File: config.mk
export PLATFORM = sky130hd
export DESIGN_NAME = cwa_delay_line
export DESIGN_NICKNAME = d
export VERILOG_FILES = /design/src/rtl/cwa_pkg.sv /design/src/rtl/cwa_cell.sv /design/src/rtl/cwa_delay_line.sv
export SDC_FILE = /design/constraint.sdc
export NUM_CORES = 2
export LEC_CHECK = 0
export BUFFER_PORTS_ARGS = -buffer_cell sky130_fd_sc_hd__buf_2
export CAP_MARGIN = 25
export CORE_ASPECT_RATIO = 1.5
export CORE_UTILIZATION = 50
export CTS_CLUSTER_SIZE = 14
export DETAILED_ROUTE_END_ITERATION = 16
export PLACE_DENSITY_LB_ADDON = 0.25
export SKIP_CTS_REPAIR_TIMING = 1
export SKIP_LAST_GASP = 1
export SLEW_MARGIN = 20
export SYNTH_ARGS = -nofsm -noshare
export SYNTH_HDL_FRONTEND = slang
export SYNTH_SLANG_ARGS = --single-unit
export TNS_END_PERCENT = 30
File: constraint.sdc
create_clock -name clk -period 2.05 [get_ports clk]
set_clock_uncertainty 0.05 [all_clocks]
set_input_delay 0.1025 -clock clk [delete_from_list [all_inputs] [get_ports clk]]
set_output_delay 0.1025 -clock clk [all_outputs]
set_load 0.01 [all_outputs]
File: src/rtl/cwa_pkg.sv
// ----------------------------------------------------------------------------
// Centered window average package
// Shared constants, widths and types for the centered window average block.
// ----------------------------------------------------------------------------
package cwa_pkg;

	// Largest window radius and sample width.
	localparam int MAX_RADIUS = 31;
	localparam int SAMPLE_W   = 32;

	// Width of the radius field on the configuration port.
	localparam int RADIUS_W = 5;

	// Width of the stored radius.
	localparam int RK_W = $clog2(MAX_RADIUS + 1);

	// Number of cells in the delay line: the 2k newest samples before the new one.
	localparam int LINE_DEPTH = 2 * MAX_RADIUS;
	localparam int IDX_W      = (LINE_DEPTH > 1) ? $clog2(LINE_DEPTH) : 1;

	// Position count saturates here, which is enough for every decision.
	localparam int CNT_SAT = 2 * MAX_RADIUS + 1;
	localparam int CNT_W   = $clog2(CNT_SAT + 1);

	// Divisor 2k+1 and the sum of up to 2k+1 samples.
	localparam int DIVISOR_W = CNT_W;
	localparam int SUM_W     = SAMPLE_W + $clog2(CNT_SAT + 1);

	// One quotient bit per divider step.
	localparam int DIV_STEPS = SUM_W;
	localparam int DSTEP_W   = $clog2(DIV_STEPS);

	// Value given for an index whose window is incomplete.
	localparam logic [SAMPLE_W-1:0] FILL_VALUE = {SAMPLE_W{1'b1}};

	// Control of the delay line cells.
	typedef struct packed {
		logic shift;
		logic clear;
	} line_ctrl_t;

	// Sign-extend a sample to the width of the window sum.
	function automatic logic [SUM_W-1:0] widen(input logic [SAMPLE_W-1:0] v);
		return {{(SUM_W - SAMPLE_W){v[SAMPLE_W-1]}}, v};
	endfunction

endpackage

File: src/rtl/cwa_cell.sv
// ----------------------------------------------------------------------------
// Delay line cell
// Holds one sample, takes its neighbor's sample on a shift and offers its
// sample on the shared tap when selected.
// ----------------------------------------------------------------------------
module cwa_cell (
	input  logic                         clk,
	input  logic                         arst_n,
	input  cwa_pkg::line_ctrl_t          ctrl,
	input  logic [cwa_pkg::SAMPLE_W-1:0] din,
	input  logic                         sel,
	output logic [cwa_pkg::SAMPLE_W-1:0] dout,
	output logic [cwa_pkg::SAMPLE_W-1:0] tap
);

	logic [cwa_pkg::SAMPLE_W-1:0] sample_q;

	// Clear at the end of a sequence, otherwise shift when a sample enters.
	always_ff @(posedge clk or negedge arst_n) begin
		if (!arst_n) begin
			sample_q <= '0;
		end else if (ctrl.clear) begin
			sample_q <= '0;
		end else if (ctrl.shift) begin
			sample_q <= din;
		end
	end

	assign dout = sample_q;
	assign tap  = sel ? sample_q : '0;

endmodule

File: src/rtl/cwa_delay_line.sv
// ----------------------------------------------------------------------------
// Delay line
// A chain of sample cells, newest first, with one selectable read tap.
// ----------------------------------------------------------------------------
module cwa_delay_line (
	input  logic                         clk,
	input  logic                         arst_n,
	input  cwa_pkg::line_ctrl_t          ctrl,
	input  logic [cwa_pkg::SAMPLE_W-1:0] din,
	input  logic [cwa_pkg::IDX_W-1:0]    tap_idx,
	output logic [cwa_pkg::SAMPLE_W-1:0] tap
);

	logic [cwa_pkg::SAMPLE_W-1:0] chain [cwa_pkg::LINE_DEPTH];
	logic [cwa_pkg::SAMPLE_W-1:0] taps  [cwa_pkg::LINE_DEPTH];

	// Each cell takes the sample of the cell before it; the first takes the input.
	for (genvar g = 0; g < cwa_pkg::LINE_DEPTH; g++) begin : g_cell
		logic [cwa_pkg::SAMPLE_W-1:0] cell_din;

		if (g == 0) begin : g_head
			assign cell_din = din;
		end else begin : g_body
			assign cell_din = chain[g-1];
		end

		cwa_cell u_cell (
			.clk    (clk),
			.arst_n (arst_n),
			.ctrl   (ctrl),
			.din    (cell_din),
			.sel    (tap_idx == cwa_pkg::IDX_W'(g)),
			.dout   (chain[g]),
			.tap    (taps[g])
		);
	end

	// Only the selected cell drives a nonzero tap, so the taps combine by OR.
	always_comb begin
		tap = '0;
		for (int n = 0; n < cwa_pkg::LINE_DEPTH; n++) begin
			tap = tap | taps[n];
		end
	end

endmodule

==> reports/qor.yml <==
path_clk_slew_ps: 70
dieHeight_um: 536
ant_nets: 0
period_minus_slack_ps: 3390
pwr-share-comb: 0.080
violations: "hold timing, setup timing"
clock_sinks: 1984
grt_max_degree: 104
fmaxAchievable_mhz: 295
cp-endpoint: "tap[21]"
initial_utilization: 0.504
cts_tree: "done"
drtIter0Drc: 8600
hpwl_um: 219000
io-pin-count: 74
tns_ps: -23770
postSynthAreaPerCell_um2: 10.2
pwr-share-clk: 0.447
start_kind: "flop"
slew_headroom: 0.430
crit_fanout: 2
clockBufferDepth: 4
synth_top_area_cell: "dfrtp_1"
fin_crit_sh: 1.66
p_sw_mw: 20.5
busiest_layer: "met2"
via_per_inst: 6.38
design_power_total_mw: 83.1
syn_nets: 9391
hold_slack_ps: -41.8
fillers: 15700
routed_wl_um: 320000
fin_ws_ps: -1340
reg2reg_to: "g_cell[0].u_cell.dout[5]$_DFFE_PN0P_"
finalSetupViolations: 32
grt_overflow: 0
wire_per_inst_um: 26.3
cellPowerDensity_nw_per_um2: 748
drtPass1Iterations: 9
fp.dieArea_um2: 192000
r2r-start: "g_cell[0].u_cell.dout[5]$_DFFE_PN0P_"
final_hold_viol_count: 2
status: "finished, violations left"
maxSlewViolCount: 0
met1_usage: 0.422
synthCells: 9349
ys_top_cells_by_area: "dfrtp_1 (52%), mux2i_1 (21%), nand3_1 (8.4%)"
holdCritStartpoint: "din[27]"
cts_buffers: 194
grt.total_usage: 0.331
io_buffer_count: 73
drc: 0
r2r_slack_ps: 620
synth.most_common_cell: "mux2i_1"
grt_pass1_wl_um: 486000
worstSkewPairLatency_ps: 880
p_leak_nw: 55.1
synth_edf_count: 0
critPathKind: "reg2out"
use_met2: 0.528
seqPwrFrac: 0.473
ys_types: 49
rsz0062_at_grt: "true"
crit_required_ps: 1900
largest_register_ffs: 1984
finish.net_count: 9609
clock-root-buffer: "clkbuf_16"
cap_viol_max_count: 0
core_area_um2: 189000
cp.arrival_ps: 3240
yosys-top-cells-count: "mux2i_1 (2025), nor2_1 (1987), dfrtp_1 (1984)"
yosys_warnings: 0
htreeDepth: 4
r2r_cells: 3
met3_usage: 0.0547
synth-seq-cells: 1984
worst_slew_pin_slew_ps: 851
netlist_area_um2: 95000
gp_congestion: 0.992
drive_above_1_share: 0.125
antenna_found_initial: 12
setup.worst_path.start: "g_cell[45].u_cell.dout[21]$_DFFE_PN0P_"
vdd_drop_max_uv: 719
rows: 195
p_sw_frac: 0.246
hp-class: "in2reg"
synth_top_area_share: 0.522
end_kind: "output pin"
areaGrowthSynthToFinish_pct: 17.0
yosysSeqAreaShare: 0.522
async_flop_share: 1.00
p_int_mw: 62.7
grt_pass1_vias: 77800
synth_top_flop_cell: "dfrtp_1"
die_w_um: 358
vias: 77700
-- final cells by class --
class | count | area (um^2) | share of cell area
Antenna cell | 3 | 7.51 | 0.0000675
Tap cell | 2462 | 3080 | 0.0277
Clock inverter | 68 | 907 | 0.00816
Timing Repair Buffer | 885 | 9570 | 0.0861
Sequential cell | 1984 | 49700 | 0.447
Multi-Input combinational cell | 6502 | 42400 | 0.381
Clock buffer | 272 | 5560 | 0.0500
-- logic make-up (layout without fill, tap and decap cells) --
family,after synthesis,count (layout),share of synthesized area
simple gates,4307,4307,0.213
mux,2040,2040,0.215
flops,1984,1984,0.522
buf+inv,863,1225,0.0356
compound gates,155,155,0.0137
other cells,0,3,0
-- worst max-delay path: stages (launching register included) --
cell      delay, ps
dfrtp_1         430
a22o_1          230
a222oi_1        420
buf_4           210
nor4b_2         210
nand4_1         440
buf_4           300
buf_2           140
-- cells in the final DEF, fill, tap and decap left out, types with 26 or more instances in the layout --
master	n
dfrtp_1	1981
mux2i_1	2023
clkbuf_16	195
or4_1	36
clkbuf_8	39
and3b_1	27
nand4_1	440
buf_12	235
clkbuf_1	38
nor2_1	1986
nand3_1	1586
buf_2	63
a22oi_1	26
nor4_1	113
and3_1	28
buf_4	539
a32o_1	32
dlygate4sd3_1	42
clkinv_2	36
a22o_1	28
-- worst min path at each step --
stage                                                  endpoint  slack (ps)  depth (start not counted)
after CTS                 g_cell[49].u_cell.dout[3]$_DFFE_PN0P_        -850                          1
after detailed placement  g_cell[14].u_cell.dout[1]$_DFFE_PN0P_          20                          1
after global routing      g_cell[0].u_cell.dout[29]$_DFFE_PN0P_          10                          4
after global placement    g_cell[14].u_cell.dout[1]$_DFFE_PN0P_          40                          1
after floorplan            g_cell[0].u_cell.dout[0]$_DFFE_PN0P_        -240                          0
final                     g_cell[0].u_cell.dout[27]$_DFFE_PN0P_         -40                          4
-- power by group through the flow --
| stage | Clock [mW] | Combinational, mW | Sequential [mW] |
|---|---|---|---|
| after global placement | 0 | 6.40 | 40.0 |
| after floorplan | 0 | 3.09 | 40.0 |
| after detailed placement | 0 | 6.46 | 40.0 |
| final | 37.2 | 6.64 | 39.3 |
| after CTS | 37.5 | 6.47 | 39.3 |
| after global routing | 39.0 | 6.91 | 39.3 |
-- stage by stage --
stage | setup slack (ps) | instances | util | instance area (um^2)
CTS | -1390 | 12100 | 0.586 | 110000
floorplan | 175 | 9349 | - | 95000
global route | -1300 | 12200 | 0.589 | 111000
finish | -1340 | 12200 | 0.589 | 111000
detailed placement | -733 | 11800 | 0.552 | 104000
global placement | -793 | 11800 | 0.551 | 104000
-- layer usage --
metal  part of all wire  up-vias
li1                   -    33500
met1               0.38    38700
met2               0.47     4111
met3              0.082     1313
met4              0.072        6
met5            0.00012        -
Note: power is estimated with default switching activity, not from simulation.
