--- config.mk ---
export PLATFORM = sky130hd
export DESIGN_NAME = cwa_divider
export DESIGN_NICKNAME = d
export VERILOG_FILES = /design/src/rtl/cwa_pkg.sv /design/src/rtl/cwa_divider.sv
export SDC_FILE = /design/constraint.sdc
export NUM_CORES = 1
export LEC_CHECK = 0
export ABC_AREA = 1
export BUFFER_PORTS_ARGS = -buffer_cell sky130_fd_sc_hd__buf_2
export CAP_MARGIN = 20
export CORE_UTILIZATION = 45
export CTS_BUF_LIST = sky130_fd_sc_hd__clkbuf_2 sky130_fd_sc_hd__clkbuf_4 sky130_fd_sc_hd__clkbuf_8
export CTS_CLUSTER_SIZE = 20
export DETAILED_ROUTE_END_ITERATION = 8
export PLACE_DENSITY_LB_ADDON = 0.15
export SLEW_MARGIN = 40
export SYNTH_ARGS = -nofsm -noshare
export SYNTH_HDL_FRONTEND = slang
export SYNTH_SLANG_ARGS = --single-unit
--- constraint.sdc ---
create_clock -name clk -period 1.82 [get_ports clk]
set_clock_uncertainty 0.05 [all_clocks]
set_input_delay 0.273 -clock clk [delete_from_list [all_inputs] [get_ports clk]]
set_output_delay 0.273 -clock clk [all_outputs]
set_load 0.05 [all_outputs]
--- src/rtl/cwa_pkg.sv ---
// ----------------------------------------------------------------------------
// Centered window average package
// Shared constants, widths and types for the centered window average block.
// ----------------------------------------------------------------------------
package cwa_pkg;

	// Largest window radius and sample width.
	localparam int MAX_RADIUS = 31;
	localparam int SAMPLE_W   = 32;

	// Width of the radius field on the configuration port.
	localparam int RADIUS_W = 5;

	// Width of the stored radius.
	localparam int RK_W = $clog2(MAX_RADIUS + 1);

	// Number of cells in the delay line: the 2k newest samples before the new one.
	localparam int LINE_DEPTH = 2 * MAX_RADIUS;
	localparam int IDX_W      = (LINE_DEPTH > 1) ? $clog2(LINE_DEPTH) : 1;

	// Position count saturates here, which is enough for every decision.
	localparam int CNT_SAT = 2 * MAX_RADIUS + 1;
	localparam int CNT_W   = $clog2(CNT_SAT + 1);

	// Divisor 2k+1 and the sum of up to 2k+1 samples.
	localparam int DIVISOR_W = CNT_W;
	localparam int SUM_W     = SAMPLE_W + $clog2(CNT_SAT + 1);

	// One quotient bit per divider step.
	localparam int DIV_STEPS = SUM_W;
	localparam int DSTEP_W   = $clog2(DIV_STEPS);

	// Value given for an index whose window is incomplete.
	localparam logic [SAMPLE_W-1:0] FILL_VALUE = {SAMPLE_W{1'b1}};

	// Control of the delay line cells.
	typedef struct packed {
		logic shift;
		logic clear;
	} line_ctrl_t;

	// Sign-extend a sample to the width of the window sum.
	function automatic logic [SUM_W-1:0] widen(input logic [SAMPLE_W-1:0] v);
		return {{(SUM_W - SAMPLE_W){v[SAMPLE_W-1]}}, v};
	endfunction

endpackage

--- src/rtl/cwa_divider.sv ---
// ----------------------------------------------------------------------------
// Window sum divider
// Restoring divider, one quotient bit per cycle, quotient truncated toward zero.
// ----------------------------------------------------------------------------
module cwa_divider (
	input  logic                          clk,
	input  logic                          arst_n,
	input  logic                          start,
	input  logic [cwa_pkg::SUM_W-1:0]     dividend,
	input  logic [cwa_pkg::DIVISOR_W-1:0] divisor,
	output logic                          done,
	output logic [cwa_pkg::SAMPLE_W-1:0]  quotient
);

	logic                          busy_q;
	logic                          done_q;
	logic [cwa_pkg::DSTEP_W-1:0]   step_q;
	logic [cwa_pkg::SUM_W-1:0]     work_q;
	logic [cwa_pkg::DIVISOR_W-1:0] rem_q;
	logic [cwa_pkg::DIVISOR_W-1:0] dvs_q;
	logic                          neg_q;

	logic [cwa_pkg::DIVISOR_W:0]   trial;
	logic [cwa_pkg::DIVISOR_W:0]   diff;
	logic                          fits;
	logic [cwa_pkg::DIVISOR_W-1:0] rem_nxt;
	logic [cwa_pkg::SUM_W-1:0]     magnitude;
	logic [cwa_pkg::SAMPLE_W-1:0]  quot_mag;

	// Magnitude of the signed dividend.
	assign magnitude = dividend[cwa_pkg::SUM_W-1] ? (~dividend + 1'b1) : dividend;

	// Bring down the next dividend bit and try to subtract the divisor.
	assign trial   = {rem_q, work_q[cwa_pkg::SUM_W-1]};
	assign diff    = trial - {1'b0, dvs_q};
	assign fits    = trial >= {1'b0, dvs_q};
	assign rem_nxt = fits ? diff[cwa_pkg::DIVISOR_W-1:0] : trial[cwa_pkg::DIVISOR_W-1:0];

	// Step control.
	always_ff @(posedge clk or negedge arst_n) begin
		if (!arst_n) begin
			busy_q <= 1'b0;
			done_q <= 1'b0;
			step_q <= '0;
		end else begin
			done_q <= 1'b0;
			if (start) begin
				busy_q <= 1'b1;
				step_q <= '0;
			end else if (busy_q) begin
				step_q <= step_q + 1'b1;
				if (step_q == cwa_pkg::DSTEP_W'(cwa_pkg::DIV_STEPS - 1)) begin
					busy_q <= 1'b0;
					done_q <= 1'b1;
				end
			end
		end
	end

	// Dividend bits shift out at the top while quotient bits shift in below.
	always_ff @(posedge clk) begin
		if (start) begin
			work_q <= magnitude;
			rem_q  <= '0;
			dvs_q  <= divisor;
			neg_q  <= dividend[cwa_pkg::SUM_W-1];
		end else if (busy_q) begin
			work_q <= {work_q[cwa_pkg::SUM_W-2:0], fits};
			rem_q  <= rem_nxt;
		end
	end

	assign quot_mag = work_q[cwa_pkg::SAMPLE_W-1:0];
	assign quotient = neg_q ? (~quot_mag + 1'b1) : quot_mag;
	assign done     = done_q;

endmodule
==> key figures <==
Run status
  • Status: finished, violations left
  • Failing checks: negative setup slack

Yosys
  • Cells after synthesis: 684
  • Synthesized area: 4810 µm²
  • Seq/Total Area, Yosys: 0.348
  • Post-synth top area share: 0.281
  • Most used DFF post-synth: edfxtp_1
  • Async set-reset flop share out of synthesis: 0.136
  • Syn nets: 742
  • Synth Register Bits: 59
  • Area contributors post-synth: edfxtp_1, nand2_1, nand3_1, inv_1, xor2_1
  • EDFF count, synth: 45
  • Post-synth cell types: 42
  • Ys Warns: 0
  • Syn_area_per_cell: 7.03 µm²
  • Synth area leader: edfxtp_1

Global routing
  • GRT Total Usage: 0.256
  • Vias in the first global route: 4,854
  • Largest net degree at the start of global routing: 37
  • First-pass GRT wire length: 22,400 µm
  • Initial antenna violation count: 0
  • Grt total ovfl: 0

Drt
  • Initial DRC count: 257
  • Antenna Nets Post-Route: 0
  • Final wirelength: 13,800 µm
  • Routed len/inst: 13.6 µm
  • DR pass1 iterations: 8
  • Via count: 5,123
  • Vias/cell: 5.05
  • Post-route DRC: 0

Clock tree
  • CTS Buf Count: 9
  • Skew-Pair Late Insertion Delay: 340 ps
  • CTS root buffer: clkbuf_8
  • TritonCTS sink count: 59
  • Clock Pin Slew Worst Setup and Hold Paths: 60 ps
  • H-tree depth: 3
  • Maximum buffer depth of the clock tree: 2
  • TritonCTS clock tree: yes

Timing
  • Fin Setup TNS: -13,800 ps
  • Tmin final: 2420 ps
  • Relative slew slack: 0.666
  • Final setup fails: 30
  • RSZ-0062 raised after global routing: true
  • Max-slew violations: 0
  • Final Hold Fails: 0
  • Worst-margin pin slew: 500 ps
  • Setup WS post-layout: -603 ps
  • Fmax: 413 MHz
  • Hold WS: 52.3 ps
  • Part of the cycle the worst path needs: 1.33

Final layout
  • Final layout net count: 933
  • ANT cells: 0
  • Share of cells above drive strength 1: 0.347
  • Most frequent cells in the layout: nand2_1, buf_4, inv_1, nand3_1, nor2_1
  • Final instance area: 7020 µm²
  • Commonest non-fill, non-tap cell in the layout: nand2_1
  • Area delta synth->final: 46.1%

Worst setup path
  • Critical path type: reg2out
  • Startpoint types: flop
  • Critical Path AT: 2100 ps
  • WP data required: 1500 ps
  • Worst setup EP type: primary output
  • Max FO, Critical Path: 4

Place
  • Port bufs: 79
  • Area of placed instances: 6360 µm²
  • Post-DP HPWL: 10,900 µm
  • Final GP Congestion: 0.917

Pwr
  • Final Power: 5.76 mW
  • Pwr/cell area: 820 nW/µm²
  • Maximum vdd drop: 0.659 mV
  • Lkg Pwr: 3.35 nW

Min path
  • HP Class: in2reg

Die
  • Starting Density: 0.466
  • # rows: 37
  • Die W: 105 µm
  • Top-Level Pins: 80
  • Die height: 105 µm
  • Core area: 10,300 µm²
  • Die ar.: 11,100 µm²

Job
  • Max Cap Violations: 0
## routing by layer
layer  GRT usage  up-vias  part of all wire
met5           0        -                 0
met4       0.115        0             0.027
met3      0.0359       30             0.044
met2       0.443      132              0.49
met1       0.317     2355              0.44
li1            -     2606                 -
## path summary, 6_finish.rpt
kind / slack [ps] / start / cells past startpoint / endpoint
min reg2reg: 430 / step_q[5]$_DFFE_PN0P_ / 1 / step_q[5]$_DFFE_PN0P_
max in group asynchronous: 1300 / arst_n / 2 / step_q[3]$_DFFE_PN0P_
min in group asynchronous: 250 / arst_n / 2 / done$_DFF_PN0_
min: 50 / divisor[1] / 1 / dvs_q[1]$_DFFE_PP_
max: -600 / work_q[0]$_DFFE_PP_ / 12 / quotient[25]
max reg2reg: 70 / dvs_q[4]$_DFFE_PP_ / 8 / rem_q[5]$_SDFFE_PP0P_
## kinds of logic after synthesis
family,after synthesis,share of synthesized area
buffers and inverters,108,0.0893
AND/OR/NAND/NOR,385,0.365
adder cells (fa/ha/maj),11,0.0302
AO/OA/AOI/OAI,82,0.0963
XOR/XNOR,39,0.0711
flip-flops,59,0.348
## flip-flops by register name, indices dropped and copies added (netlist names)
register	flops
step_q	6
dvs_q	6
rem_q	6
work_q	38
busy_q	1
neg_q	1
done	1
## metrics by stage
stage           util  worst slack, ps  std cells
2_1_floorplan      -             -302        684
3_3_place_gp   0.616             -224        985
3_5_place_dp   0.616             -311        985
4_1_cts        0.662             -597       1005
5_1_grt        0.680             -728       1015
6_report       0.680             -603       1015
## synth_stat cells, types with 3 or more instances
cell type and count:
nand3_1 74, o211ai_1 3, buf_4 4, buf_2 7, nor2_1 71, ha_1 10
dfrtp_1 8, clkbuf_1 8, inv_1 87, dfxtp_1 6, nand3_2 6, a21oi_1 13
a31oi_1 3, edfxtp_1 45, nand2_2 4, o21ai_1 3, xnor2_1 8, nor2_4 4
nand2_1 181, nor3_1 6, xor2_1 31, nor2_2 10, nand4_1 16, o21ai_0 51
## report_power, final
part | internal (mW) | leakage [nW] | switching (mW)
clock network | 0.525 | 0.0841 | 0.489
registers | 1.65 | 0.638 | 0.147
logic | 1.25 | 2.62 | 1.69
total | 3.43 | 3.35 | 2.33
## layout make-up
type | count | area, µm²
Clock inverter | 3 | 16.3
Fill cell | 897 | 3300
Tap cell | 136 | 170
Timing Repair Buffer | 199 | 1560
Multi-Input combinational cell | 517 | 3120
Sequential cell | 59 | 1670
Clock buffer | 12 | 146
Inverter | 89 | 334
## worst max-delay path, cell delays in order, from the launching register on
cell and delay [ps]:
edfxtp_1 420, inv_2 100, buf_6 100, nand3_4 70, nor2_4 150, nand2_4 90
nor2_8 160, nor2_2 70, a21oi_4 220, nand2_1 100, nand2_2 80, nand2_4 50
buf_6 140
## repair_timing
item,in CTS,in global routing
gates resized for setup,77,28
pin swaps,6,14
setup endpoints to repair,34,38
buffers inserted,4,10
hold buffers,1,0
endpoints found under the hold margin,8,0
No activity file was read; power rests on OpenSTA's default activity.
